$ cat src/rtl/lls_pkg.sv
package lls_pkg;

    // Field widths
    localparam int unsigned BYTE_W   = 8;
    localparam int unsigned STATUS_W = 3;
    localparam int unsigned COUNT_W  = 18;
    localparam int unsigned WORDS_W  = 16;
    localparam int unsigned OFFS_W   = 19;

    // Block layout
    localparam logic [COUNT_W-1:0] HDR_BYTES  = 18'd4;
    localparam logic [COUNT_W-1:0] LEN_LO_IDX = 18'd3;
    localparam logic [COUNT_W-1:0] COUNT_MAX  = 18'h3FFFF;
    localparam logic [OFFS_W-1:0]  TLV_START  = 19'd4;
    localparam logic [OFFS_W-1:0]  TLV_HDR_SZ = 19'd4;
    localparam logic [15:0]        SUM_ONES   = 16'hFFFF;

    // Verdict codes
    localparam logic [STATUS_W-1:0] ST_VALID     = 3'd0;
    localparam logic [STATUS_W-1:0] ST_SHORT_HDR = 3'd1;
    localparam logic [STATUS_W-1:0] ST_SHORT_DAT = 3'd2;
    localparam logic [STATUS_W-1:0] ST_BAD_CSUM  = 3'd3;
    localparam logic [STATUS_W-1:0] ST_TLV_LEN   = 3'd4;

    // Result queue depth
    localparam int unsigned RQ_DEPTH = 2;
    localparam int unsigned RQ_PTR_W = 1;
    localparam int unsigned RQ_CNT_W = 2;

    typedef struct packed {
        logic [BYTE_W-1:0] data_byte;
        logic              last_byte;
    } t_in_item;

    typedef struct packed {
        logic [STATUS_W-1:0] status;
        logic                trailing_ignored;
    } t_result;

endpackage

$ cat src/rtl/lls_block_validator.sv
// Channel  | Handshake          | Payload              | Transfer when
// ---------+--------------------+----------------------+---------------------
// input    | push / full        | i_item (byte, last)  | push && !full
// result   | empty / pop        | o_result (verdict)   | pop && !empty
//
// One byte per cycle while full is low; the front updates count, checksum
// and TLV walk per byte and writes the last byte's verdict to a 2-entry queue.
// A verdict is visible on o_result the cycle after its last byte is taken if no older verdict waits.
// full rises only while two verdicts wait unread; bytes stall just then.
// Reset (i_rst_n low, synchronous) empties the queue and clears the front.
module lls_block_validator (
    input  logic              i_clk,
    input  logic              i_rst_n,
    input  logic              push,
    output logic              full,
    input  lls_pkg::t_in_item i_item,
    output logic              empty,
    input  logic              pop,
    output lls_pkg::t_result  o_result
);

    logic             w_accept;
    logic             w_res_push;
    lls_pkg::t_result w_res;

    assign w_accept = push & ~full;

    lls_front u_front (
        .i_clk      (i_clk),
        .i_rst_n    (i_rst_n),
        .i_accept   (w_accept),
        .i_item     (i_item),
        .o_res_push (w_res_push),
        .o_res      (w_res)
    );

    lls_rq u_rq (
        .i_clk   (i_clk),
        .i_rst_n (i_rst_n),
        .i_push  (w_res_push),
        .i_res   (w_res),
        .i_pop   (pop),
        .o_full  (full),
        .o_empty (empty),
        .o_res   (o_result)
    );

endmodule

$ cat src/rtl/lls_front.sv
module lls_front (
    input  logic              i_clk,
    input  logic              i_rst_n,
    input  logic              i_accept,
    input  lls_pkg::t_in_item i_item,
    output logic              o_res_push,
    output lls_pkg::t_result  o_res
);

    logic [lls_pkg::COUNT_W-1:0] r_byte_count, n_byte_count;
    logic [15:0]                 r_sum, n_sum;
    logic [7:0]                  r_pending, n_pending;
    logic [lls_pkg::WORDS_W-1:0] r_decl, n_decl;
    logic [lls_pkg::OFFS_W-1:0]  r_tlv, n_tlv;
    logic [7:0]                  r_vhigh, n_vhigh;

    logic [15:0]                 w_word;
    logic [16:0]                 w_sum17;
    logic [lls_pkg::COUNT_W-1:0] w_decl_cur;
    logic [lls_pkg::COUNT_W-1:0] w_decl_bytes;
    logic [19:0]                 w_tlv_p2;
    logic [19:0]                 w_tlv_p3;
    logic [15:0]                 w_vlen;
    logic [16:0]                 w_padded;
    logic [lls_pkg::COUNT_W-1:0] w_len;

    assign w_word     = {r_pending, i_item.data_byte};
    assign w_sum17    = {1'b0, r_sum} + {1'b0, w_word};
    assign w_decl_cur = {r_decl, 2'b00};
    assign w_tlv_p2   = {1'b0, r_tlv} + 20'd2;
    assign w_tlv_p3   = {1'b0, r_tlv} + 20'd3;
    assign w_vlen     = {r_vhigh, i_item.data_byte};
    assign w_padded   = ({1'b0, w_vlen} + 17'd3) & ~17'd3;

    // Per-byte state update: word sum, header length, TLV walk, count
    always_comb begin
        n_pending    = r_pending;
        n_decl       = r_decl;
        n_sum        = r_sum;
        n_tlv        = r_tlv;
        n_vhigh      = r_vhigh;
        if (!r_byte_count[0]) begin
            n_pending = i_item.data_byte;
        end else begin
            if (r_byte_count == lls_pkg::LEN_LO_IDX) begin
                n_decl = w_word;
            end
            if (r_byte_count < lls_pkg::HDR_BYTES || r_byte_count < w_decl_cur) begin
                n_sum = w_sum17[15:0] + {15'd0, w_sum17[16]};
            end
        end
        if (r_byte_count >= lls_pkg::HDR_BYTES && r_tlv < {1'b0, w_decl_cur}) begin
            if ({2'b00, r_byte_count} == w_tlv_p2) begin
                n_vhigh = i_item.data_byte;
            end else if ({2'b00, r_byte_count} == w_tlv_p3) begin
                n_tlv = r_tlv + lls_pkg::TLV_HDR_SZ + {2'b00, w_padded};
            end
        end
        if (r_byte_count != lls_pkg::COUNT_MAX) begin
            n_byte_count = r_byte_count + 18'd1;
        end else begin
            n_byte_count = r_byte_count;
        end
    end

    assign w_decl_bytes = {n_decl, 2'b00};
    assign w_len        = n_byte_count;

    // Verdict on the last byte, first failing check wins
    always_comb begin
        o_res.trailing_ignored = 1'b0;
        priority if (w_len < lls_pkg::HDR_BYTES) begin
            o_res.status = lls_pkg::ST_SHORT_HDR;
        end else if (w_len < w_decl_bytes) begin
            o_res.status = lls_pkg::ST_SHORT_DAT;
        end else begin
            o_res.trailing_ignored = (w_len > w_decl_bytes);
            priority if (n_decl == '0 || n_sum != lls_pkg::SUM_ONES) begin
                o_res.status = lls_pkg::ST_BAD_CSUM;
            end else if (n_tlv != {1'b0, w_decl_bytes}) begin
                o_res.status = lls_pkg::ST_TLV_LEN;
            end else begin
                o_res.status = lls_pkg::ST_VALID;
            end
        end
    end

    assign o_res_push = i_accept & i_item.last_byte;

    // State registers; cleared by reset and after each block's last byte
    always_ff @(posedge i_clk) begin
        if (!i_rst_n || o_res_push) begin
            r_byte_count <= '0;
            r_sum        <= '0;
            r_pending    <= '0;
            r_decl       <= '0;
            r_tlv        <= lls_pkg::TLV_START;
            r_vhigh      <= '0;
        end else if (i_accept) begin
            r_byte_count <= n_byte_count;
            r_sum        <= n_sum;
            r_pending    <= n_pending;
            r_decl       <= n_decl;
            r_tlv        <= n_tlv;
            r_vhigh      <= n_vhigh;
        end
    end

    // A block's last byte leaves the walker at its starting point
    a_clear_after_last: assert property (@(posedge i_clk) disable iff (!i_rst_n)
        o_res_push |=> (r_byte_count == '0 && r_tlv == lls_pkg::TLV_START))
        else $error("front state not cleared after last byte");

    // Byte count moves only on a transfer
    a_count_hold: assert property (@(posedge i_clk) disable iff (!i_rst_n)
        !i_accept |=> $stable(r_byte_count))
        else $error("byte count changed without a transfer");

endmodule

$ cat src/rtl/lls_rq.sv
module lls_rq (
    input  logic             i_clk,
    input  logic             i_rst_n,
    input  logic             i_push,
    input  lls_pkg::t_result i_res,
    input  logic             i_pop,
    output logic             o_full,
    output logic             o_empty,
    output lls_pkg::t_result o_res
);

    lls_pkg::t_result              r_mem [lls_pkg::RQ_DEPTH];
    logic [lls_pkg::RQ_PTR_W-1:0]  r_wr_ptr;
    logic [lls_pkg::RQ_PTR_W-1:0]  r_rd_ptr;
    logic [lls_pkg::RQ_CNT_W-1:0]  r_count;
    logic                          w_wr;
    logic                          w_rd;

    assign o_full  = (r_count == lls_pkg::RQ_CNT_W'(lls_pkg::RQ_DEPTH));
    assign o_empty = (r_count == '0);
    assign w_wr    = i_push & ~o_full;
    assign w_rd    = i_pop & ~o_empty;
    assign o_res   = r_mem[r_rd_ptr];

    // Storage
    always_ff @(posedge i_clk) begin
        if (w_wr) begin
            r_mem[r_wr_ptr] <= i_res;
        end
    end

    // Pointers and fill level
    always_ff @(posedge i_clk) begin
        if (!i_rst_n) begin
            r_wr_ptr <= '0;
            r_rd_ptr <= '0;
            r_count  <= '0;
        end else begin
            if (w_wr) begin
                r_wr_ptr <= r_wr_ptr + 1'b1;
            end
            if (w_rd) begin
                r_rd_ptr <= r_rd_ptr + 1'b1;
            end
            if (w_wr && !w_rd) begin
                r_count <= r_count + 1'b1;
            end else if (w_rd && !w_wr) begin
                r_count <= r_count - 1'b1;
            end
        end
    end

    a_level_range: assert property (@(posedge i_clk) disable iff (!i_rst_n)
        r_count <= lls_pkg::RQ_CNT_W'(lls_pkg::RQ_DEPTH))
        else $error("result queue over depth");

    a_no_drop: assert property (@(posedge i_clk) disable iff (!i_rst_n)
        i_push |-> !o_full)
        else $error("verdict pushed into a full queue");

endmodule

$ cat config.mk
export PLATFORM = sky130hd
export DESIGN_NAME = lls_block_validator
export DESIGN_NICKNAME = d
export VERILOG_FILES = /design/src/rtl/lls_pkg.sv /design/src/rtl/lls_block_validator.sv /design/src/rtl/lls_front.sv /design/src/rtl/lls_rq.sv
export SDC_FILE = /design/constraint.sdc
export NUM_CORES = 1
export LEC_CHECK = 0
export BUFFER_PORTS_ARGS = -buffer_cell sky130_fd_sc_hd__buf_2
export CAP_MARGIN = 10
export CORE_MARGIN = 3
export CORE_UTILIZATION = 58
export DETAILED_ROUTE_END_ITERATION = 7
export GPL_TIMING_DRIVEN = 0
export PLACE_DENSITY = 0.78
export SYNTH_ARGS = -nofsm -noshare
export SYNTH_HDL_FRONTEND = slang
export SYNTH_HIERARCHICAL = 1
export SYNTH_SLANG_ARGS = --single-unit
$ cat constraint.sdc
create_clock -name i_clk -period 4.7 [get_ports i_clk]
set_input_delay 0.235 -clock i_clk [delete_from_list [all_inputs] [get_ports i_clk]]
set_output_delay 0.235 -clock i_clk [all_outputs]
set_load 0.01 [all_outputs]
==> results.txt, run 1 <==
- During synthesis, Yosys emitted a total of 6 warnings.
- The congestion estimate from routability-driven global placement came to between 1 and 1.5.
* # rows: 44
- Pwr dens: approximately 290 nW/um2
- Worst setup timing slack at the placement stage: -0.828 ns
- Cell internal pwr: approximately 1.7 mW
- CTS Root Cell: sky130_fd_sc_hd__clkbuf_16
- For this design, the sink count on the clock tree is 96.
- Starting density of the core: ~60%
- Worst reg2reg path depth: 20
- Registers are responsible for 33.9% of the overall power.
* Proportion of synthesized chip area in sequential cells: a little under a quarter
- Area of combinational cells with multiple inputs: approximately 6600 um2
- Peak VDD IR: 0.361 mV
- Final cell area excluding filler cells: slightly below 10000 um2
- Entering global routing, the biggest net connects 21 pins.
- The die is ~130 um tall.
* Clock insertion delay at the later pin of the skew report: between 0.3 and 0.4 ns
- The run finished, with violations left.
* Fin worst setup slack: -0.111 ns
* Ratio of cells with drive above 1 in the final layout: 9.80%
- The area growth from synthesis to layout is 10.6%.
- The routed layout has between 8k and 9k vias.
* Count of final hold-check violations: 0
- Of all cell types, the one taking the most synthesized area is sky130_fd_sc_hd__dfxtp_1.
* Filler Cell Count: 1284
- Element type at the critical path end: register
- The final reports fail on negative setup slack.
- Max Freq: about 210 MHz
- Avg Cell Area, Syn: 7.77 um2
- The initial antenna violation count is 0.
- Count of final setup violators: 6
- In this run the count of I/O pins placed on the die edge is 19.
- The synthesized design contains 96 register bits.
* Overall fraction of global-route tracks in use: between 30% and 40%
- Top-area cell type share of the netlist area: about 20%
- Type of element launching the critical path: register
- For this run, the post-layout net count is 1282.
- The worst path uses 102% of the clock period.
- Transition time at the pin with the least slew margin: approximately 1.1 ns
- The total overflow left after global routing is 0.
* EDFF count, synth: 8
- Bufs on Longest Clock Path: 2
* CTS Hold Bufs: 0
- The clock network is responsible for 26.7% of the overall power.
- In the layout the commonest cells are 123 x sky130_fd_sc_hd__nor2_1, 94 x sky130_fd_sc_hd__nand2_1, 92 x sky130_fd_sc_hd__ha_1.
- Wirelength per Cell: about 20 um
- DR DRC count: 0
* Aggregate routed wire length: approximately 27000 um
- Number of CTS-inserted buffers: 9
- Once placement finished, the instance area stood at between 9000 and 10000 um2.
- Critical path arrival: 5.00 ns
- Unrepaired setup endpoints after global routing: yes
- H-tree depth: 3
- Of the total power, combinational logic draws 39.4%.
- Leakage component of the power: around 4.0 nW
- The number of nets handed over by synthesis was 1245.
- Across the run, the number of max-cap violations was 0.
- Commonest non-fill, non-tap cell in the layout: sky130_fd_sc_hd__nor2_1
* First-iteration detailed-routing DRC count: approximately 740
* HPWL after detailed placement: 20800 um
* Overall die width: around 130 um
- The routed design could run at a clock period as short as roughly 4.8 ns.
* Switching part of the total power: 41.1%
- Required time of the critical path: 4.89 ns
- The number of max-slew violations in the final report was 0.
- Instance count of the mapped netlist: around 1.1k
* Ant diodes: 0
- TritonCTS clock tree: yes
- Yosys attributes the largest share of cell area to sky130_fd_sc_hd__dfxtp_1 20%, sky130_fd_sc_hd__ha_1 14%, sky130_fd_sc_hd__nor2_1 5.3%, sky130_fd_sc_hd__a21oi_1 5.0%, sky130_fd_sc_hd__xnor2_1 4.8%.
- Via count of the first global-routing pass: between 8k and 9k
* Drt first pass iters: 7
- Headroom to the max-slew limit came out at 27.0%.
- Avg Vias per Cell: roughly 6.5
* Netlist Area Pre-Place: 8790 um2
- Sequential cell area: roughly 2000 um2
* Worst min path class: input port to register
- Clock-pin slew was measured on the worst setup and hold paths at roughly 0.080 ns.
- Die Footprint: around 17000 um2
* Async set or reset register ratio after synthesis: 0%
- Along the worst hold path, the cell count comes to 2.
- I/O Buffers: 18
* Core Footprint: approximately 15000 um2
- Final Skew: roughly 0.014 ns
- NetSw: around 1.2 mW
* Antenna violation net count after detailed routing: 0
- Count of distinct cell types in the synthesized netlist: between 70 and 80
- Max FO, Critical Path: 2
- The most used flip-flop cell after synthesis is sky130_fd_sc_hd__dfxtp_1.
* Startpoint-to-endpoint class of the critical path: register to register
* First-pass GRT wire length: between 40000 and 50000 um
==> what timing repair did <==
| action | CTS | global route |
|---|---|---|
| setup endpoints to repair | 6 | 8 |
| pin swaps | 16 | 11 |
| setup buffers | 7 | 4 |
| gates resized for setup | 28 | 27 |
==> routing by layer <==
layer	track usage, %	routed length, um	vias to the layer above
li1	-	-	4186
met3	5.69	2430	69
met4	13.8	1150	0
met2	50.9	11900	425
met1	43.9	11500	4115
met5	0	0	-
==> flip-flops by register name (all words and copies together) (netlist names), named ones only <==
signal,count
u_front/r_tlv,17
u_front/r_decl,16
u_rq/r_mem,8
u_front/r_pending,8
u_rq/r_wr_ptr,1
u_rq/r_rd_ptr,1
u_front/r_sum,16
u_rq/r_count,2
u_front/r_vhigh,8
u_front/r_byte_count,18
==> area by class of cell <==
type / instances / share of cell area (%)
buffer: 46 / 2.02
clock buffer: 9 / 2.32
clock inverter: 7 / 0.862
inverter: 56 / 2.16
multi-input combinational: 930 / 67.9
sequential: 96 / 20.6
tap: 184 / 2.37
timing repair buffer: 29 / 1.78
==> worst max-delay path: stages, from the launching register on <==
cell and delay [ns]:
sky130_fd_sc_hd__dfxtp_2 0.36, sky130_fd_sc_hd__ha_4 0.14, sky130_fd_sc_hd__inv_2 0.04, sky130_fd_sc_hd__fa_2 0.36
sky130_fd_sc_hd__nor2b_2 0.15, sky130_fd_sc_hd__o2111ai_2 0.15, sky130_fd_sc_hd__a21o_1 0.24, sky130_fd_sc_hd__a31oi_4 0.21
sky130_fd_sc_hd__a21o_1 0.13, sky130_fd_sc_hd__a21o_1 0.17, sky130_fd_sc_hd__ha_2 0.23, sky130_fd_sc_hd__and3_4 0.18
sky130_fd_sc_hd__and3b_1 0.20, sky130_fd_sc_hd__nand2_2 0.09, sky130_fd_sc_hd__buf_4 0.18, sky130_fd_sc_hd__xnor2_1 0.14
sky130_fd_sc_hd__o31ai_2 0.29, sky130_fd_sc_hd__o2111ai_1 0.18, sky130_fd_sc_hd__or4_4 0.53, sky130_fd_sc_hd__or4_4 0.51
sky130_fd_sc_hd__a211oi_4 0.18
==> worst paths after layout <==
path | start | end | slack (ns)
max reg2reg | u_front/r_sum[0] | u_rq/r_mem[0][3] | -0.11
min | i_rst_n | u_rq/r_wr_ptr | 0.16
min reg2reg | u_front/r_decl[10] | u_front/r_decl[10] | 0.50
max | u_front/r_sum[0] | u_rq/r_mem[0][3] | -0.11
==> power groups by stage <==
stage               logic, mW  clock network, mW  registers (mW)
global route             1.25              0.801           0.980
global placement         1.03                  0           0.983
finish                   1.13              0.764           0.972
CTS                      1.07              0.772           0.967
floorplan               0.775                  0           0.961
detailed placement       1.04                  0           0.985
==> Yosys cell counts, drive strengths merged (11+ instances only) <==
cell    number
a211oi      28
a21o        15
a21oi       87
and3        23
clkbuf      40
dfxtp       88
ha          99
inv         56
mux2i       21
nand2       96
nand2b      11
nand3       46
nand4       24
nor2       124
nor3        25
nor4        22
o211ai      12
o21a        11
o21ai       36
or3         14
xnor2       48
xor2        48
==> kinds of logic (layout without fill, tap and decap cells) <==
group           count (synthesis)  in the layout  share of synthesized area [%]
flops                          96             96                           22.8
fa+ha+maj                     101            101                           14.5
buf+inv                       105            147                           4.70
mux                            26             26                           3.03
simple gates                  446            446                           25.8
xor+xnor                       96             96                           9.56
compound gates                261            261                           19.6
==> through the flow <==
| step | setup TNS (ns) | hold WS (ns) | std cells | utilization (%) | power (mW) |
|---|---|---|---|---|---|
| 2_1_floorplan | 0 | 0.353 | 1131 | - | 1.74 |
| 3_3_place_gp | -4.13 | 0.478 | 1333 | 62.0 | 2.01 |
| 3_5_place_dp | -4.25 | 0.485 | 1333 | 62.0 | 2.03 |
| 4_1_cts | -0.249 | 0.157 | 1354 | 65.2 | 2.81 |
| 5_1_grt | -1.47 | 0.167 | 1357 | 66.1 | 3.03 |
| 6_report | -0.452 | 0.160 | 1357 | 66.1 | 2.86 |
No activity file was read; power rests on OpenSTA's default activity.
==> inputs of run 2 (changes only) <==
--- a/config.mk
+++ b/config.mk
@@ -5,13 +5,15 @@
 export SDC_FILE = /design/constraint.sdc
 export NUM_CORES = 1
 export LEC_CHECK = 0
-export BUFFER_PORTS_ARGS = -buffer_cell sky130_fd_sc_hd__buf_2
+export BUFFER_PORTS_ARGS = -buffer_cell sky130_fd_sc_hd__buf_4
 export CAP_MARGIN = 10
 export CORE_MARGIN = 3
 export CORE_UTILIZATION = 58
 export DETAILED_ROUTE_END_ITERATION = 7
 export GPL_TIMING_DRIVEN = 0
+export HOLD_SLACK_MARGIN = 0.1
 export PLACE_DENSITY = 0.78
+export SKIP_CTS_REPAIR_TIMING = 1
 export SYNTH_ARGS = -nofsm -noshare
 export SYNTH_HDL_FRONTEND = slang
 export SYNTH_HIERARCHICAL = 1
==> run 2 against run 1 <==
Compared with the run above:
- the run still ends with negative setup slack left
- core utilization up 0.12 points
- final area increased by 0.18%
- total power up 1.1%
- fmax fell by 4.5%
- via count decreased by 0.42%
- sequential power about the same
- flip-flop and latch count unchanged
- wire length is 0.37% lower
- die area stayed put
- hold slack got worse by 0.026 ns
- largest power group unchanged
- highest routed layer unchanged
==> results.txt, run 2 (synthesis results as in run 1) <==
- Status: finished with violations
- Violated checks: negative setup slack
- The largest single stage delay on the critical path is 0.50 ns.
- Once detailed placement completed, the half-perimeter wirelength came to 20700 um.
- Antenna violations before repair: 0
- Pin count of the biggest net entering global routing: 22
* Die Footprint: 16700 um2
- Max-cap viol count: 0
- # rows: 44
* First-pass GRT wire length: around 42000 um
* Drt first pass iters: 6
* Overall die width: approximately 130 um
* TritonCTS clock tree: yes
- The slowest stage of the critical path belongs to the cell sky130_fd_sc_hd__or4_4.
- Across all layers, the routed design uses approximately 8.8k vias.
- The root buffer cell chosen for the clock tree is sky130_fd_sc_hd__clkbuf_16.
* Final Net Count: around 1.3k
* Regs by FF count: u_front/r_byte_count: 18 flops, u_front/r_tlv: 17 flops
* Pwr dens: around 300 nW/um2
* Commonest non-fill, non-tap cell in the layout: sky130_fd_sc_hd__nor2_1
- Max FFs per register: 18
- Dividing the detail-routed wire length by the instance count gives ~20 um.
- Cell type with the highest occurrence count on the critical path: sky130_fd_sc_hd__a21o_1
- The detail route stage leaves a number of antenna-violating nets equal to 0.
- Avg Vias per Cell: around 6.5
- Final period utilization: 107%
- Unrepaired setup endpoints after global routing: yes
- I/O Buffers: 18
* Final Slew Violations: 0
* Required time of the critical path: between 4 and 5 ns
- Peak VDD IR: between 0.3 and 0.4 mV
* Cells traversed along the worst timing path: ha_4 > inv_2 > fa_2 > nor2b_4 > o2111ai_2 > a21o_1 > a31oi_4 > a21o_1 > a21o_1 > ha_2 > and3_4 > and3b_1 > nand2_2 > nor4b_4 > mux2i_1 > o2111ai_1 > or4_4 > or4_4 > a211oi_2
- Bufs on Longest Clock Path: 2
- Max FO, Critical Path: 3
- The library cells used most frequently in the layout, excluding fill and tap cells, are 124 x sky130_fd_sc_hd__nor2_1, 94 x sky130_fd_sc_hd__nand2_1, 94 x sky130_fd_sc_hd__ha_1.
- At the worst endpoint, the arrival time is 5.23 ns.
- Clock insertion delay at the later pin of the skew report: 0.37 ns
* Register clock-pin slew on the reported worst setup and hold paths: 0.08 ns
* Total I/O pin count: 19
* Fin worst setup slack: -0.338 ns
- The worst setup path is launched from a register.
* Count of final setup violators: 6
- The final hold violation count is 0.
* Post-layout min period: ~5 ns
- After the first detailed-routing iteration, the DRC count stood at 933.
- After the flow finishes, the layout carries non-filler instances totaling between 1k and 1.5k.
- The worst setup path is captured at a register.
- For this run, the top clock speed supported by timing is 198 MHz.
- The analysis attributes to cell leakage a power of slightly above 4 nW.
- Leftover overflow at the end of global routing: 0
- Number of clock sinks seen by CTS: 96
- Number of CTS-inserted buffers: 9
- Aggregate routed wire length: 26900 um
* Via count of the first global-routing pass: 7923
- Transition time at the pin with the least slew margin: roughly 1.1 ns
- H-tree depth: 3
- P&R area growth vs syn: 10.8%
- Starting density of the core: 59.8%
- Post-placement cell count: between 1k and 1.5k
- Max transition margin: around 30%
* Startpoint-to-endpoint class of the critical path: register to register
- Before CTS, the worst setup slack after placement is -0.824 ns.
- Ratio of cells with drive above 1 in the final layout: 9.32%
* Gpl congestion: ~1.1
* Final hold slack: roughly 0.13 ns
* Core Footprint: 14700 um2
* Ant diodes: 0
* Final Skew: around 0.014 ns
- Counting flops per register, the top entry is u_front/r_byte_count.
* Die Span Y: 129 um
- After detailed routing, the number of remaining DRC violations is 0.
- Worst min path class: input port to register
- In the global route stage, overall resource usage came out at 31.9%.
-- run 2: layout make-up --
cell class	count	area, um2
Timing Repair Buffer	26	195
Clock inverter	7	93.8
Sequential cell	96	2010
Tap cell	184	230
Buffer	46	194
Multi-Input combinational cell	930	6580
Inverter	56	210
Clock buffer	9	225
Fill cell	1288	4960
-- run 2: worst max-delay path, delay by kind of cell (launching register included) --
family / cells / cell delay (ns)
buffers and inverters: 1 / 0.04
flip-flops: 1 / 0.37
adder cells (fa/ha/maj): 3 / 0.78
AND/OR/NAND/NOR: 7 / 2.06
multiplexers: 1 / 0.28
AO/OA/AOI/OAI: 7 / 1.33
-- run 2: final timing paths --
kind | start | endpoint | slack (ns) | cells after the start
setup / recovery | u_front/r_sum[0] | u_rq/r_mem[0][3] | -0.34 | 19
hold / removal | i_rst_n | u_rq/r_wr_ptr | 0.13 | 2
setup reg to reg | u_front/r_sum[0] | u_rq/r_mem[0][3] | -0.34 | 19
hold reg to reg | u_front/r_decl[7] | u_front/r_decl[7] | 0.50 | 2
-- run 2: metrics by stage --
stage	power [mW]	setup TNS, ns	cell area, um2	util (%)
finish	2.90	-1.33	9740	66.2
global route	3.06	-2.02	9740	66.2
CTS	2.82	-3.94	9480	64.5
detailed placement	2.04	-3.95	9160	62.3
global placement	2.03	-3.63	9160	62.3
floorplan	1.74	0	8790	-
-- run 2: power by group --
group | internal, mW | total (mW) | switching (mW) | leakage [nW]
Combinational | 0.418 | 1.15 | 0.732 | 3.12
Sequential | 0.896 | 0.969 | 0.0730 | 0.787
Clock | 0.388 | 0.776 | 0.389 | 0.154
Total | 1.70 | 2.90 | 1.19 | 4.06
-- run 2: per-layer routing --
metal	part of all wire (%)	GRT usage (%)	up-vias	wire [um]
met1	43	44.3	4070	11500
met2	45	50.0	421	12000
met5	0	0	-	0
li1	-	-	4188	-
met4	4.1	12.6	0	1110
met3	8.4	4.66	79	2280
==> inputs of run 3 (changes only) <==
--- a/config.mk
+++ b/config.mk
@@ -7,12 +7,13 @@
 export LEC_CHECK = 0
 export BUFFER_PORTS_ARGS = -buffer_cell sky130_fd_sc_hd__buf_4
 export CAP_MARGIN = 10
+export CORE_ASPECT_RATIO = 0.5
 export CORE_MARGIN = 3
 export CORE_UTILIZATION = 58
 export DETAILED_ROUTE_END_ITERATION = 7
 export GPL_TIMING_DRIVEN = 0
 export HOLD_SLACK_MARGIN = 0.1
-export PLACE_DENSITY = 0.78
+export PLACE_DENSITY = 0.88
 export SKIP_CTS_REPAIR_TIMING = 1
 export SYNTH_ARGS = -nofsm -noshare
 export SYNTH_HDL_FRONTEND = slang
==> run 3 against run 2 <==
Compared with the run above:
- the run still ends with negative setup slack left
- critical path depth stayed put
- non-clock buffer count is 1 lower
- wire length is 7.8% higher
- final area is 0.18% lower
- flip-flop and latch count stayed put
- critical endpoint unchanged
- largest cell class unchanged
- largest power group unchanged
==> results.txt, run 3 (synthesis results as in run 1) <==
* Starting density of the core: about three fifths
- After layout, the minimum clock period comes to roughly 5.1 ns.
* Wirelength per Cell: between 20 and 25 um
* Final hold slack: around 0.13 ns
- Final Skew: between 0.015 and 0.02 ns
- The final hold violation count came to 0.
* Leakage component of the power: 4.06 nW
- Critical path arrival: 5.26 ns
- Buffers placed on the I/O ports in this run total 18.
- Worst setup timing slack at the placement stage: -1.24 ns
* Terminus of the critical flop-to-flop path: u_rq/r_mem[0][3]
- Avg Vias per Cell: around 6.7
* Ant diodes: 0
- The detailed router finished its first iteration with 1323 violations.
* Overall fraction of global-route tracks in use: approximately a third
- Antenna violation net count after detailed routing: 0
- Measured in cells, the most critical reg-to-reg path has a length of 19.
* Antenna violations before repair: 0
- At the later pin of the worst-skew pair, clock insertion delay measures roughly 0.36 ns.
* Switching part of the total power: around two fifths
- The path with the worst hold slack has its endpoint at u_rq/r_wr_ptr.
* Core Footprint: about 15000 um2
- The number of global-route vias before repair was around 8.2k.
* Total I/O pin count: 19
- Drt first pass iters: 6
* Sequential cell area: 2000 um2
- H-tree depth: 3
* Source of the worst hold timing path: i_rst_n
* Number of cells on the worst hold path: 2
- Type of element launching the critical path: register
* First-pass GRT wire length: around 44000 um
* Biggest register: u_front/r_byte_count
- The multi-input combinational cells in the finished layout cover a total of 6580 um2.
- The worst register-to-register path begins at u_front/r_sum[0].
* Aggregate routed wire length: between 20000 and 30000 um
- Pwr dens: roughly 300 nW/um2
* Violated checks: negative setup slack
* Number of CTS-inserted buffers: 9
- Compared with the post-synthesis result, the final layout area differs by 10.6%.
- R2R setup slack: -0.40 ns
* Ratio of cells with drive above 1 in the final layout: roughly 9.1%
- Max FO, Critical Path: 3
- Vias post-DR: 9134
- The tightest min-delay check is of the input port to register type.
- Post-route core utilization: about two thirds
* # rows: 31
- At the pin with the least slew margin, the transition time is between 1 and 1.5 ns.
- Final period utilization: 108%
- Of the total power, the clock network draws between 20% and 30%.
- Commonest cells after routing, fill and taps aside: 123 x sky130_fd_sc_hd__nor2_1, 95 x sky130_fd_sc_hd__ha_1, 94 x sky130_fd_sc_hd__nand2_1
- Power comes to a little under 3 mW.
- In this run, flip-flops and latches consume between 30 and 40% of the power.
- Status: finished with violations
- Summed over all nets, the half-perimeter wirelength after detailed placement is around 22000 um.
- The floorplan step set the die width to roughly 180 um.
- Setup repair after global routing could not meet its margin everywhere.
* Max FFs per register: 18
- Routability-driven placement finished with a final weighted congestion of approximately 1.1.
- Measured against its own limit, the worst slew margin works out to a little under a fifth.
- Entering global routing, the biggest net connects 19 pins.
- Across the VDD grid, the largest voltage drop is a little under 0.2 mV.
- In the final layout, the registers with the most flip-flops are u_front/r_byte_count: 18 flops, u_front/r_tlv: 17 flops.
- TritonCTS clock tree: yes
- Fin worst setup slack: -0.397 ns
* Die Footprint: between 15000 and 20000 um2
- Filler Cell Count: ~1.2k
- At the worst endpoint, the required time is 4.86 ns.
- Leftover overflow at the end of global routing: 0
- Startpoint-to-endpoint class of the critical path: register to register
* Commonest non-fill, non-tap cell in the layout: sky130_fd_sc_hd__nor2_1
- Max-cap viol count: 0
- Measured along the y axis, the die boundary spans between 90 and 100 um.
- The final layout contains between 1k and 1.5k nets.
* Count of final setup violators: 6
- Based on the critical path, the design can be clocked at up to between 150 and 200 MHz.
* NetSw: 1.20 mW
- After clock tree synthesis, the clock-pin slew on the worst setup and hold paths is 0.08 ns.
* DR DRC count: 0
- Cell internal pwr: ~1.7 mW
* Bufs on Longest Clock Path: 2
* Final Slew Violations: 0
- Number of clock sinks seen by CTS: between 90 and 100
- Gate power share: 41.0%
* CTS Root Cell: sky130_fd_sc_hd__clkbuf_16
- Element type at the critical path end: register
## run 3: metrics by stage
step | TNS [ns] | cell area, um2 | cells
CTS | -7.25 | 9470 | 1363
global placement | -6.12 | 9170 | 1347
global route | -2.33 | 9720 | 1367
floorplan | 0 | 8790 | 1131
detailed placement | -7.09 | 9170 | 1347
finish | -1.81 | 9720 | 1367
## run 3: worst max-delay path by stage
| stage | from | endpoint | depth (start not counted) |
|---|---|---|---|
| final | u_front/r_sum[0] | u_rq/r_mem[0][3] | 19 |
| after CTS | u_front/r_sum[0] | u_rq/r_mem[1][2] | 19 |
| after floorplan | u_front/r_sum[0] | u_rq/r_mem[0][3] | 19 |
| after global placement | i_item[1] | u_rq/r_mem[0][2] | 20 |
| after global routing | u_front/r_sum[0] | u_rq/r_mem[0][3] | 19 |
| after detailed placement | i_item[1] | u_rq/r_mem[0][2] | 20 |
## run 3: area by class of cell
class / instances / share of cell area (%)
plain buffers: 47 / 2.07
clock buffers: 10 / 2.46
clock inverters: 6 / 0.592
inverters: 56 / 2.16
multi-input cells: 930 / 67.7
flip-flops and latches: 96 / 20.6
well taps: 198 / 2.55
repair buffers: 24 / 1.85
## run 3: power groups by stage
stage	Combinational, mW	Clock, mW	Sequential (mW)
final	1.19	0.740	0.975
after global routing	1.27	0.779	0.981
after global placement	1.05	0	0.981
after detailed placement	1.09	0	0.988
after floorplan	0.775	0	0.961
after CTS	1.10	0.743	0.970
## run 3: routing by layer
layer	part of all wire (%)	GRT usage [%]
met1	42	45.4
met2	41	49.0
met3	14	9.87
met4	2.9	10.1
met5	0	0
## run 3: critical path, stage by stage, from the launching register on
cell	delay, ns
sky130_fd_sc_hd__dfxtp_2	0.36
sky130_fd_sc_hd__ha_4	0.14
sky130_fd_sc_hd__inv_2	0.04
sky130_fd_sc_hd__fa_2	0.40
sky130_fd_sc_hd__nor2b_4	0.15
sky130_fd_sc_hd__o2111ai_2	0.15
sky130_fd_sc_hd__a21o_1	0.25
sky130_fd_sc_hd__a31oi_4	0.20
sky130_fd_sc_hd__a21o_1	0.14
sky130_fd_sc_hd__a21o_1	0.18
sky130_fd_sc_hd__ha_4	0.17
sky130_fd_sc_hd__and3_4	0.19
sky130_fd_sc_hd__and3b_2	0.24
sky130_fd_sc_hd__nand2_4	0.07
sky130_fd_sc_hd__nor4b_4	0.40
sky130_fd_sc_hd__mux2i_1	0.35
sky130_fd_sc_hd__nor2_1	0.10
sky130_fd_sc_hd__or4_4	0.50
sky130_fd_sc_hd__or4_4	0.56
sky130_fd_sc_hd__a211oi_4	0.28
